`src/rtl/bsuf_pkg.sv`:
```
// ----------------------------------------------------------------------------
// bsuf_pkg
// Shared types and constants for the scaled unit formatter: widths, mode
// codes, register indexes, controller states and the control bundles.
// ----------------------------------------------------------------------------
`default_nettype none

package bsuf_pkg;

  // field and datapath widths
  localparam int unsigned ValueW   = 64;
  localparam int unsigned WholeW   = 10;
  localparam int unsigned TenthsW  = 4;
  localparam int unsigned UnitW    = 4;
  localparam int unsigned ModeW    = 2;
  localparam int unsigned CfgIdxW  = 1;
  localparam int unsigned RemW     = 10;
  localparam int unsigned BaseW    = RemW + 1;
  localparam int unsigned RoundW   = 14;

  // long division by the si base: quotient bits retired per cycle
  localparam int unsigned DigitW   = 8;
  localparam int unsigned DivSteps = ValueW / DigitW;
  localparam int unsigned DivCntW  = $clog2(DivSteps);

  localparam int unsigned MaxUnitsDef = 8;

  localparam logic [BaseW-1:0]  BaseSi   = 11'd1000;
  localparam logic [BaseW-1:0]  BaseIec  = 11'd1024;
  localparam logic [WholeW-1:0] WholeMax = 10'd1023;
  localparam logic [3:0]        TenVal   = 4'd10;

  // unit mode codes
  localparam logic [ModeW-1:0] UnitSi   = 2'd0;
  localparam logic [ModeW-1:0] UnitIec  = 2'd1;
  localparam logic [ModeW-1:0] UnitIecI = 2'd2;

  // rounding mode codes
  localparam logic [ModeW-1:0] RoundUp   = 2'd0;
  localparam logic [ModeW-1:0] RoundDown = 2'd1;
  localparam logic [ModeW-1:0] RoundNear = 2'd2;

  // configuration register indexes
  localparam logic [CfgIdxW-1:0] CfgUnitMode  = 1'b0;
  localparam logic [CfgIdxW-1:0] CfgRoundMode = 1'b1;

  typedef enum logic [1:0] {
    StIdle,
    StCheck,
    StDiv,
    StDone
  } state_e;

  // controller to datapath
  typedef struct packed {
    logic load;
    logic clear_rem;
    logic shift_step;
    logic div_step;
    logic div_last;
    logic finish;
  } cmd_t;

  // datapath to controller
  typedef struct packed {
    logic more;
    logic pow2_base;
  } status_t;

endpackage

`default_nettype wire

```
`src/rtl/binary_to_scaled_unit_format.sv`:
```
// ----------------------------------------------------------------------------
// binary_to_scaled_unit_format
// Turns an unsigned 64-bit value into a scaled whole part, tenths digit and
// unit suffix index, dividing by 1000 or 1024 up to MaxUnits times.
//
//   channel  | signals                                   | handshake
//   ---------+-------------------------------------------+-------------------
//   input    | value_i                                   | start, busy
//   result   | whole_part_o tenths_digit_o tenths_shown_o| out_strobe_o
//            | unit_index_o binary_marker_o              |
//   config   | cfg_index_i cfg_data_i                    | cfg_valid_i/ready_o
//
// A word is taken when start is high and busy is low. Base 1024 takes one
// shifter step per unit; base 1000 takes, per unit, a check and then the
// bytewise long divider's 8 quotient-byte steps. The strobe lasts one
// cycle; the receiver cannot stall.
// Reset puts unit mode at iec and rounding at up.
// ----------------------------------------------------------------------------
`default_nettype none

module binary_to_scaled_unit_format #(
  parameter int unsigned MaxUnits = bsuf_pkg::MaxUnitsDef
) (
  input  wire logic                          clk_i,
  input  wire logic                          rst_ni,
  input  wire logic                          start,
  output logic                               busy,
  input  wire logic [bsuf_pkg::ValueW-1:0]   value_i,
  input  wire logic                          cfg_valid_i,
  output logic                               cfg_ready_o,
  input  wire logic [bsuf_pkg::CfgIdxW-1:0]  cfg_index_i,
  input  wire logic [bsuf_pkg::ModeW-1:0]    cfg_data_i,
  output logic                               out_strobe_o,
  output logic [bsuf_pkg::WholeW-1:0]        whole_part_o,
  output logic [bsuf_pkg::TenthsW-1:0]       tenths_digit_o,
  output logic                               tenths_shown_o,
  output logic [bsuf_pkg::UnitW-1:0]         unit_index_o,
  output logic                               binary_marker_o
);

  bsuf_pkg::cmd_t    cmd;
  bsuf_pkg::status_t status;

  logic [bsuf_pkg::ModeW-1:0] unit_mode_q, unit_mode_d;
  logic [bsuf_pkg::ModeW-1:0] round_mode_q, round_mode_d;

  assign cfg_ready_o = 1'b1;

  // decode configuration writes
  always_comb begin
    unit_mode_d  = unit_mode_q;
    round_mode_d = round_mode_q;
    if (cfg_valid_i && cfg_ready_o) begin
      unique case (cfg_index_i)
        bsuf_pkg::CfgUnitMode:  unit_mode_d  = cfg_data_i;
        bsuf_pkg::CfgRoundMode: round_mode_d = cfg_data_i;
        default: ;
      endcase
    end
  end

  always_ff @(posedge clk_i or negedge rst_ni) begin
    if (!rst_ni) begin
      unit_mode_q  <= bsuf_pkg::UnitIec;
      round_mode_q <= bsuf_pkg::RoundUp;
    end else begin
      unit_mode_q  <= unit_mode_d;
      round_mode_q <= round_mode_d;
    end
  end

  bsuf_ctrl u_ctrl (
    .clk_i    (clk_i),
    .rst_ni   (rst_ni),
    .start    (start),
    .busy     (busy),
    .status_i (status),
    .cmd_o    (cmd)
  );

  bsuf_dpath #(
    .MaxUnits (MaxUnits)
  ) u_dpath (
    .clk_i           (clk_i),
    .rst_ni          (rst_ni),
    .cmd_i           (cmd),
    .status_o        (status),
    .value_i         (value_i),
    .unit_mode_i     (unit_mode_q),
    .rounding_mode_i (round_mode_q),
    .out_strobe_o    (out_strobe_o),
    .whole_part_o    (whole_part_o),
    .tenths_digit_o  (tenths_digit_o),
    .tenths_shown_o  (tenths_shown_o),
    .unit_index_o    (unit_index_o),
    .binary_marker_o (binary_marker_o)
  );

  // a result appears only once the sequencer is back at rest
  assert property (@(posedge clk_i) disable iff (!rst_ni) out_strobe_o |-> !busy)
    else $error("result strobe while busy");

  // an accepted word always leaves the sequencer busy in the following cycle
  assert property (@(posedge clk_i) disable iff (!rst_ni) (start && !busy) |=> busy)
    else $error("accepted word did not start the sequencer");

  // the strobe is never held high
  assert property (@(posedge clk_i) disable iff (!rst_ni) out_strobe_o |=> !out_strobe_o)
    else $error("result strobe held");

  // unscaled results carry no tenths and no marker
  assert property (@(posedge clk_i) disable iff (!rst_ni)
    (out_strobe_o && (unit_index_o == '0)) |-> (!tenths_shown_o && !binary_marker_o))
    else $error("unscaled result with tenths or marker");

  // the unit index stays within the configured limit
  assert property (@(posedge clk_i) disable iff (!rst_ni)
    out_strobe_o |-> (unit_index_o <= bsuf_pkg::UnitW'(MaxUnits)))
    else $error("unit index beyond limit");

endmodule

`default_nettype wire

```
`src/rtl/bsuf_ctrl.sv`:
```
// ----------------------------------------------------------------------------
// bsuf_ctrl
// Sequencer: loads a word, repeats base divisions while the datapath asks
// for more, runs the bytewise long division for base 1000, then finishes.
// ----------------------------------------------------------------------------
`default_nettype none

module bsuf_ctrl (
  input  wire logic              clk_i,
  input  wire logic              rst_ni,
  input  wire logic              start,
  output logic                   busy,
  input  bsuf_pkg::status_t      status_i,
  output bsuf_pkg::cmd_t         cmd_o
);

  bsuf_pkg::state_e state_q, state_d;
  logic [bsuf_pkg::DivCntW-1:0] div_cnt_q, div_cnt_d;
  logic div_last;

  assign div_last = (div_cnt_q == bsuf_pkg::DivCntW'(bsuf_pkg::DivSteps - 1));
  assign busy     = (state_q != bsuf_pkg::StIdle);

  // next state
  always_comb begin
    state_d = state_q;
    unique case (state_q)
      bsuf_pkg::StIdle: begin
        if (start) state_d = bsuf_pkg::StCheck;
      end
      bsuf_pkg::StCheck: begin
        if (!status_i.more) state_d = bsuf_pkg::StDone;
        else if (!status_i.pow2_base) state_d = bsuf_pkg::StDiv;
      end
      bsuf_pkg::StDiv: begin
        if (div_last) state_d = bsuf_pkg::StCheck;
      end
      bsuf_pkg::StDone: begin
        state_d = bsuf_pkg::StIdle;
      end
      default: state_d = bsuf_pkg::StIdle;
    endcase
  end

  // commands
  always_comb begin
    cmd_o = '0;
    unique case (state_q)
      bsuf_pkg::StIdle: begin
        cmd_o.load = start;
      end
      bsuf_pkg::StCheck: begin
        cmd_o.shift_step = status_i.more && status_i.pow2_base;
        cmd_o.clear_rem  = status_i.more && !status_i.pow2_base;
      end
      bsuf_pkg::StDiv: begin
        cmd_o.div_step = 1'b1;
        cmd_o.div_last = div_last;
      end
      bsuf_pkg::StDone: begin
        cmd_o.finish = 1'b1;
      end
      default: cmd_o = '0;
    endcase
  end

  // advance the byte counter inside a division
  always_comb begin
    div_cnt_d = div_cnt_q;
    if (state_q == bsuf_pkg::StDiv) div_cnt_d = div_cnt_q + 1'b1;
    else div_cnt_d = '0;
  end

  always_ff @(posedge clk_i or negedge rst_ni) begin
    if (!rst_ni) begin
      state_q   <= bsuf_pkg::StIdle;
      div_cnt_q <= '0;
    end else begin
      state_q   <= state_d;
      div_cnt_q <= div_cnt_d;
    end
  end

endmodule

`default_nettype wire

```
`src/rtl/bsuf_dpath.sv`:
```
// ----------------------------------------------------------------------------
// bsuf_dpath
// Quotient, remainder and unit count registers, the divide-by-1024 shift,
// the bytewise divide-by-1000 step, and the rounding and result registers.
// ----------------------------------------------------------------------------
`default_nettype none

module bsuf_dpath #(
  parameter int unsigned MaxUnits = bsuf_pkg::MaxUnitsDef
) (
  input  wire logic                               clk_i,
  input  wire logic                               rst_ni,
  input  bsuf_pkg::cmd_t                          cmd_i,
  output bsuf_pkg::status_t                       status_o,
  input  wire logic [bsuf_pkg::ValueW-1:0]        value_i,
  input  wire logic [bsuf_pkg::ModeW-1:0]         unit_mode_i,
  input  wire logic [bsuf_pkg::ModeW-1:0]         rounding_mode_i,
  output logic                                    out_strobe_o,
  output logic [bsuf_pkg::WholeW-1:0]             whole_part_o,
  output logic [bsuf_pkg::TenthsW-1:0]            tenths_digit_o,
  output logic                                    tenths_shown_o,
  output logic [bsuf_pkg::UnitW-1:0]              unit_index_o,
  output logic                                    binary_marker_o
);

  logic [bsuf_pkg::ValueW-1:0] n_q, n_d;
  logic [bsuf_pkg::RemW-1:0]   rem_q, rem_d;
  logic [bsuf_pkg::UnitW-1:0]  units_q, units_d;
  logic                        strobe_q;

  logic [bsuf_pkg::WholeW-1:0]  whole_q, whole_d;
  logic [bsuf_pkg::TenthsW-1:0] tenths_q, tenths_d;
  logic                         shown_q, shown_d;
  logic [bsuf_pkg::UnitW-1:0]   unit_q, unit_d;
  logic                         marker_q, marker_d;

  logic [bsuf_pkg::BaseW-1:0]  base;
  logic                        below_max;

  // divide-by-1000 step signals
  logic [bsuf_pkg::RemW-1:0]   div_r;
  logic [bsuf_pkg::BaseW-1:0]  div_t;
  logic [bsuf_pkg::DigitW-1:0] div_q;

  assign base = (unit_mode_i == bsuf_pkg::UnitSi) ? bsuf_pkg::BaseSi : bsuf_pkg::BaseIec;
  assign below_max = (units_q < bsuf_pkg::UnitW'(MaxUnits));

  assign status_o.pow2_base = (unit_mode_i != bsuf_pkg::UnitSi);
  assign status_o.more      = (n_q >= bsuf_pkg::ValueW'(base)) && below_max;

  // retire one quotient byte, top bits first
  always_comb begin
    div_r = rem_q;
    div_t = '0;
    div_q = '0;
    for (int i = bsuf_pkg::DigitW - 1; i >= 0; i--) begin
      div_t = {div_r, n_q[bsuf_pkg::ValueW - bsuf_pkg::DigitW + i]};
      if (div_t >= bsuf_pkg::BaseSi) begin
        div_r    = bsuf_pkg::RemW'(div_t - bsuf_pkg::BaseSi);
        div_q[i] = 1'b1;
      end else begin
        div_r    = div_t[bsuf_pkg::RemW-1:0];
        div_q[i] = 1'b0;
      end
    end
  end

  // quotient, remainder and unit count
  always_comb begin
    n_d     = n_q;
    rem_d   = rem_q;
    units_d = units_q;
    if (cmd_i.load) begin
      n_d     = value_i;
      rem_d   = '0;
      units_d = '0;
    end else if (cmd_i.shift_step) begin
      n_d     = n_q >> bsuf_pkg::RemW;
      rem_d   = n_q[bsuf_pkg::RemW-1:0];
      units_d = units_q + 1'b1;
    end else if (cmd_i.clear_rem) begin
      rem_d   = '0;
    end else if (cmd_i.div_step) begin
      n_d     = {n_q[bsuf_pkg::ValueW-bsuf_pkg::DigitW-1:0], div_q};
      rem_d   = div_r;
      if (cmd_i.div_last) units_d = units_q + 1'b1;
    end
  end

  // rounding of the last remainder
  logic [bsuf_pkg::BaseW-1:0]  bias;
  logic [bsuf_pkg::RoundW-1:0] scaled_rem;
  logic [bsuf_pkg::RoundW-1:0] thr;
  logic [bsuf_pkg::TenthsW-1:0] tenths_raw;
  logic                        whole_inc;
  logic [bsuf_pkg::ValueW:0]   whole_sum;
  logic [bsuf_pkg::TenthsW-1:0] small_sum;

  always_comb begin
    unique case (rounding_mode_i)
      bsuf_pkg::RoundDown: begin
        bias      = '0;
        whole_inc = 1'b0;
      end
      bsuf_pkg::RoundNear: begin
        bias      = base >> 1;
        whole_inc = ({rem_q, 1'b0} >= base);
      end
      default: begin
        bias      = base - 1'b1;
        whole_inc = (rem_q != '0);
      end
    endcase
    scaled_rem = (bsuf_pkg::RoundW'(rem_q) << 3) + (bsuf_pkg::RoundW'(rem_q) << 1)
               + bsuf_pkg::RoundW'(bias);
    // count base multiples in the scaled remainder (at most ten)
    tenths_raw = '0;
    for (int k = 1; k <= 10; k++) begin
      thr = bsuf_pkg::RoundW'(base) * bsuf_pkg::RoundW'(k);
      if (scaled_rem >= thr) tenths_raw = tenths_raw + 1'b1;
    end
    whole_sum = {1'b0, n_q} + (bsuf_pkg::ValueW + 1)'(whole_inc);
    small_sum = n_q[bsuf_pkg::TenthsW-1:0] + 1'b1;
  end

  // result fields
  always_comb begin
    whole_d  = n_q[bsuf_pkg::WholeW-1:0];
    tenths_d = '0;
    shown_d  = 1'b0;
    unit_d   = units_q;
    marker_d = (unit_mode_i == bsuf_pkg::UnitIecI) && (units_q != '0);
    if (units_q == '0) begin
      // unscaled: raw value, no suffix
      whole_d = n_q[bsuf_pkg::WholeW-1:0];
    end else if (n_q < bsuf_pkg::ValueW'(bsuf_pkg::TenVal)) begin
      if (tenths_raw >= bsuf_pkg::TenVal) begin
        // tenths carry into the whole part; tenths stay shown (as zero) unless it reaches ten
        whole_d = bsuf_pkg::WholeW'(small_sum);
        shown_d = (small_sum < bsuf_pkg::TenVal);
      end else begin
        whole_d  = n_q[bsuf_pkg::WholeW-1:0];
        tenths_d = tenths_raw;
        shown_d  = 1'b1;
      end
    end else if ((whole_sum >= (bsuf_pkg::ValueW + 1)'(base)) && below_max) begin
      // whole part reached the base: renormalize to 1.0 of the next unit
      whole_d = bsuf_pkg::WholeW'(1);
      shown_d = 1'b1;
      unit_d  = units_q + 1'b1;
    end else if (whole_sum > (bsuf_pkg::ValueW + 1)'(bsuf_pkg::WholeMax)) begin
      whole_d = bsuf_pkg::WholeMax;
    end else begin
      whole_d = whole_sum[bsuf_pkg::WholeW-1:0];
    end
  end

  always_ff @(posedge clk_i or negedge rst_ni) begin
    if (!rst_ni) begin
      units_q  <= '0;
      strobe_q <= 1'b0;
    end else begin
      units_q  <= units_d;
      strobe_q <= cmd_i.finish;
    end
  end

  // payload registers, no reset
  always_ff @(posedge clk_i) begin
    n_q   <= n_d;
    rem_q <= rem_d;
    if (cmd_i.finish) begin
      whole_q  <= whole_d;
      tenths_q <= tenths_d;
      shown_q  <= shown_d;
      unit_q   <= unit_d;
      marker_q <= marker_d;
    end
  end

  assign out_strobe_o    = strobe_q;
  assign whole_part_o    = whole_q;
  assign tenths_digit_o  = tenths_q;
  assign tenths_shown_o  = shown_q;
  assign unit_index_o    = unit_q;
  assign binary_marker_o = marker_q;

endmodule

`default_nettype wire
```
`config.mk`:
```
export PLATFORM = sky130hd
export DESIGN_NAME = binary_to_scaled_unit_format
export DESIGN_NICKNAME = d
export VERILOG_FILES = /design/src/rtl/bsuf_pkg.sv /design/src/rtl/binary_to_scaled_unit_format.sv /design/src/rtl/bsuf_ctrl.sv /design/src/rtl/bsuf_dpath.sv
export SDC_FILE = /design/constraint.sdc
export NUM_CORES = 1
export LEC_CHECK = 0
export ABC_AREA = 1
export BUFFER_PORTS_ARGS = -buffer_cell sky130_fd_sc_hd__buf_4
export CAP_MARGIN = 25
export CORE_UTILIZATION = 60
export DETAILED_ROUTE_END_ITERATION = 6
export GPL_ROUTABILITY_DRIVEN = 0
export PLACE_DENSITY = 0.8
export SLEW_MARGIN = 20
export SYNTH_ARGS = -nofsm -noshare
export SYNTH_HDL_FRONTEND = slang
export SYNTH_SLANG_ARGS = --single-unit
```
`constraint.sdc`:
```
create_clock -name clk_i -period 18.1 [get_ports clk_i]
set_input_delay 3.62 -clock clk_i [delete_from_list [all_inputs] [get_ports clk_i]]
set_output_delay 3.62 -clock clk_i [all_outputs]
set_load 0.005 [all_outputs]
```
==> results of run 1 <==
-- cell usage in the layout (no fill, tap or decap), types with 23 or more instances in the layout --
master	n
buf_4	98
a21oi_1	66
xor2_1	68
ha_1	75
nand2_1	370
edfxtp_1	84
nand4_1	47
nor2_1	179
inv_2	23
inv_1	259
nor3_1	40
nand3_1	89
nand2_2	32
o21ai_0	177
nor4_1	36
-- area by class of cell --
type,count,area share (%)
Timing Repair Buffer,98,5.546
Inverter,285,8.083
Multi-Input combinational cell,1349,58.54
Tap cell,265,2.499
Clock buffer,9,1.698
Clock inverter,6,0.4621
Sequential cell,108,23.17
-- worst max-delay path by stage --
stage,slack [ns],from,to
floorplan,8.32,unit_mode_q[1],u_dpath.whole_part_o[0]
global placement,8.02,unit_mode_q[0],u_dpath.whole_part_o[3]
detailed placement,7.59,unit_mode_q[0],u_dpath.whole_part_o[3]
CTS,7.54,unit_mode_q[0],u_dpath.whole_part_o[3]
global route,6.69,unit_mode_q[0],u_dpath.whole_part_o[3]
finish,7.45,unit_mode_q[0],u_dpath.whole_part_o[3]
-- registers in the layout (all words and copies together), names as in the netlist, 2 cells and up --
| signal | count |
|---|---|
| u_dpath.unit_index_o | 4 |
| u_dpath.rem_q | 10 |
| round_mode_q | 2 |
| u_ctrl.div_cnt_q | 3 |
| u_dpath.whole_part_o | 10 |
| u_dpath.tenths_digit_o | 4 |
| u_dpath.n_q | 64 |
| unit_mode_q | 2 |
| u_ctrl.state_q | 2 |
| u_dpath.units_q | 4 |
-- kinds of logic (layout without fill, tap and decap cells) --
logic type               Yosys count  in the layout  synth area share (%)
AO/OA/AOI/OAI                    315            315                 14.61
multiplexers                       1              1               0.09332
AND/OR/NAND/NOR                  870            870                 34.56
XOR/XNOR                          79             79                 5.796
other                              1              1               0.03108
flip-flops                       108            108                 25.48
adder cells (fa/ha/maj)           83             83                 9.104
buffers and inverters            327            398                 10.33
-- worst reg2reg max path: cells and delay by family (launching register included) --
kind | cells | cell delay, ns
compound gates | 9 | 1.78
xor+xnor | 1 | 0.10
fa+ha+maj | 11 | 3.42
buf+inv | 9 | 1.47
flops | 1 | 0.55
mux | 1 | 0.29
simple gates | 22 | 2.77
-- metal layers --
metal / vias up / GRT usage, % / part of all wire (%)
li1: 6070 / - / -
met1: 5668 / 43.23 / 41
met2: 584 / 57.64 / 47
met3: 93 / 5.065 / 8.0
met4: 0 / 16.74 / 3.9
met5: - / 0 / 0
-- stage by stage --
stage	instances	cell area, µm²	util [%]
after floorplan	1784	12070	-
after global placement	2105	12980	66.26
after detailed placement	2105	12980	66.26
after CTS	2120	13270	67.72
after global routing	2120	13270	67.72
final	2120	13270	67.72
==> results.toml, run 1 <==
[outcome]
status = "finished, violations left"
violations = "design-rule violations"

[synthesis]
synthTopCellsByCount = "370 x nand2_1, 259 x inv_1, 181 x nor2_1"
synth_nets = 1938
synthCells = 1784
synth-seq-cells = 108
syn_area_per_cell_um2 = 6.764
yosysMostFrequentCell = "nand2_1"
yosysSeqAreaShare_pct = 25.48
synthTopCellsByArea = "edfxtp_1 21%, nand2_1 12%, inv_1 8.1%"
synth_top_area_share_pct = 20.90
async_flop_share_pct = 12.96
netlist.top_cell.by_area = "edfxtp_1"
synthFlopType = "edfxtp_1"
synth_edf_count = 84
synth_area_um2 = 12070
synth_warnings = 0
ys_types = 71

[cells_and_area]
antenna_cells = 0
fillers = 1735
fin_nets = 2005
area_delta_synth_final_pct = 9.944
seq_area_um2 = 3074
layout-drive-gt1-share_pct = 12.99
multi_input_area_um2 = 7766

[routing]
drt_iter0_drc = 1215
firstDrtPassIters = 7
drc = 1
routed_via_density = 5.856
routedWlPerCell_um = 16.32
ant_nets = 0
vias = 12415
wirelength_um = 34590

[die]
die_w_um = 143.8
die-area_um2 = 20680
num_rows = 51
die_h_um = 143.8
io_pins = 94
initial_utilization_pct = 61.60
core_area_um2 = 19590

[timing]
grt_setup_unrepaired = "false"
tns_ns = 0
final-hold-violation-count = 0
finalSetupViolCount = 0
fin_hold_ws_ns = 0.4481
tightest_slew_ns = 0.9484
slew_headroom_pct = 36.70
layout_setup_ws_ns = 7.453
fmax_mhz = 93.92
finalCriticalPeriod_ns = 10.65
fin_crit_sh_pct = 58.83
clock_skew_ns = 0.01642
slew_viol_final = 0

[global_route]
first_global_vias = 11451
grt_usage_pct = 34.38
antenna_found_initial = 0
grt_max_degree = 77
grt_pass1_wl_um = 55820
grt_overflow_total = 0

[clock_tree]
insertion_delay_ns = 0.37
cts_sinks = 108
cts_made_buffers = 9
post_cts_buffers = 0
htreeDepth = 3
post_cts_resized = 0
cts_buffer_depth = 2
hold_buffers = 0
cts_root_buffer = "clkbuf_16"
path_clk_slew_ns = 0.08
tritoncts = "yes"

[setup_path]
path_class = "flop to flop"
cp_max_fo = 27
rr_startpoint = "unit_mode_q[0]"
worst-path-buf-inv = 9
slowest_delay_ns = 0.72
rr_worst_depth = 53
ff2ff_setup_slack_ns = 7.45
regToRegEndpoint = "u_dpath.whole_part_o[3]"
crit_family = "adder cells"
startpoint_type = "flop"
critPathMostFrequentCell = "nand2_1"
crit_cells = 53
cp.required_ns = 18.19
slowest_stage = "inv_1"
critPathArrivalTime_ns = 10.74
cp-end-kind = "flop"

[place]
dp_hpwl_um = 26300
place_ws_ns = 7.586
place.port_buffers = 92

[hold_path]
hp-start = "u_ctrl.div_cnt_q[0]"
hold_end = "u_ctrl.div_cnt_q[0]"
hp-class = "flop to flop"
hold_depth = 1

[run]
cap_violations = 0
Power of run 1 is not shown: default switching activity piles up to over one toggle a cycle in this logic, so the estimate is an artifact.
==> run 2: changes to the inputs <==
--- a/config.mk
+++ b/config.mk
@@ -8,10 +8,10 @@
 export ABC_AREA = 1
 export BUFFER_PORTS_ARGS = -buffer_cell sky130_fd_sc_hd__buf_4
 export CAP_MARGIN = 25
-export CORE_UTILIZATION = 60
+export CORE_UTILIZATION = 57
 export DETAILED_ROUTE_END_ITERATION = 6
 export GPL_ROUTABILITY_DRIVEN = 0
-export PLACE_DENSITY = 0.8
+export PLACE_DENSITY = 0.79
 export SLEW_MARGIN = 20
 export SYNTH_ARGS = -nofsm -noshare
 export SYNTH_HDL_FRONTEND = slang
==> constraint.sdc (replaced) <==
create_clock -name clk_i -period 9.08 [get_ports clk_i]
set_input_delay 1.816 -clock clk_i [delete_from_list [all_inputs] [get_ports clk_i]]
set_output_delay 1.816 -clock clk_i [all_outputs]
set_load 0.005 [all_outputs]
==> results.toml, run 2 (synthesis results as in run 1) <==
[setup_path]
path_class = "flop to flop"
startpoint_type = "flop"
worst-path-buf-inv = 7
cp_max_fo = 7
ff2ff_setup_slack_ns = 0.33
cp-end-kind = "flop"
critPathArrivalTime_ns = 8.87
cp.required_ns = 9.20
slowest_stage = "fa_1"
slowest_delay_ns = 0.47
crit_family = "adder cells"
critPathMostFrequentCell = "ha_1"

[timing]
fmax_mhz = 114.2
fin_crit_sh_pct = 96.41
slew_viol_final = 0
slew_headroom_pct = 42.00
fin_hold_ws_ns = 0.4455
finalSetupViolCount = 0
finalCriticalPeriod_ns = 8.754
tightest_slew_ns = 0.8700
clock_skew_ns = 0.01171
final-hold-violation-count = 0

[global_route]
grt_pass1_wl_um = 57260
grt_usage_pct = 32.41
grt_overflow_total = 0
antenna_found_initial = 0
grt_max_degree = 78
first_global_vias = 11862

[clock_tree]
htreeDepth = 3
cts_sinks = 108
insertion_delay_ns = 0.37
cts_made_buffers = 9
cts_buffer_depth = 2
cts_root_buffer = "clkbuf_16"
path_clk_slew_ns = 0.07
tritoncts = "yes"

[die]
io_pins = 94
die-area_um2 = 21750
die_h_um = 147.5
core_area_um2 = 20490
initial_utilization_pct = 58.88
num_rows = 52
die_w_um = 147.5

[cells_and_area]
final_common_cell = "nand2_1"
area_delta_synth_final_pct = 13.74
fin_nets = 2032
layout_common_cells = "363 x nand2_1, 250 x inv_1, 176 x nor2_1"
fillers = 1841
top_register = "u_dpath.n_q"
antenna_cells = 0
post-route-util_pct = 66.97
layout-drive-gt1-share_pct = 16.89
finalNonFillerCells = 2153
largest_register_ffs = 64

[routing]
drt_iter0_drc = 1114
routedWlPerCell_um = 16.59
drc = 0
routed_via_density = 5.910
wirelength_um = 35710
ant_nets = 0
vias = 12724
firstDrtPassIters = 6

[place]
dp_hpwl_um = 26600
place.port_buffers = 92
dp_cells = 2131

[outcome]
status = "finished clean"

[hold_path]
hp-class = "flop to flop"

[run]
cap_violations = 0
[run 2: layer usage]
layer / vias to the layer above / GRT usage, % / part of all wire (%)
met3: 112 / 4.352 / 7.3
met1: 5881 / 40.86 / 41
li1: 6124 / - / -
met5: - / 0 / 0
met4: 0 / 15.00 / 4.3
met2: 607 / 55.00 / 48
[run 2: worst paths after layout]
path | endpoint | depth (start not counted) | start
worst max-delay path | u_dpath.whole_part_o[0] | 50 | round_mode_q[1]
min in group asynchronous | u_ctrl.state_q[1] | 1 | rst_ni
worst min register to register | u_ctrl.div_cnt_q[0] | 1 | u_ctrl.div_cnt_q[0]
max in group asynchronous | unit_mode_q[0] | 1 | rst_ni
worst max register to register | u_dpath.whole_part_o[0] | 50 | round_mode_q[1]
worst min-delay path | u_ctrl.div_cnt_q[0] | 1 | u_ctrl.div_cnt_q[0]
[run 2: final cells by class]
| type | count | area (µm²) | area share (%) |
|---|---|---|---|
| clock inverter | 7 | 51.30 | 0.3738 |
| sequential | 108 | 3074 | 22.40 |
| timing repair buffer | 125 | 938.4 | 6.837 |
| clock buffer | 9 | 225.2 | 1.641 |
| inverter | 285 | 1076 | 7.840 |
| multi-input combinational | 1349 | 8021 | 58.45 |
| tap | 270 | 337.8 | 2.461 |
[run 2: worst register-to-register path, delay by kind of cell (launching register included)]
kind | cells | cell delay (ns)
AO/OA/AOI/OAI | 12 | 1.62
AND/OR/NAND/NOR | 17 | 1.81
multiplexers | 1 | 0.29
XOR/XNOR | 1 | 0.23
adder cells (fa/ha/maj) | 12 | 3.65
flip-flops | 1 | 0.43
buffers and inverters | 7 | 0.48
[run 2: what timing repair did]
| item | 4_1_cts | 5_1_grt |
|---|---|---|
| hold buffers | 0 | 0 |
| setup buffers | 0 | 6 |
| setup endpoints to repair | 9 | 9 |
| pin swaps | 0 | 22 |
| gates resized for setup | 9 | 48 |
[run 2: per-stage QoR]
step,TNS (ns),worst slack (ns),instance area (µm²)
after floorplan,0,0.01294,12080
after global placement,0,0.1496,13160
after detailed placement,-0.8287,-0.1889,13160
after CTS,0,0.01396,13460
after global routing,-0.7416,-0.1847,13720
final,0,0.3260,13720
Power of run 2 is left out for the same reason.
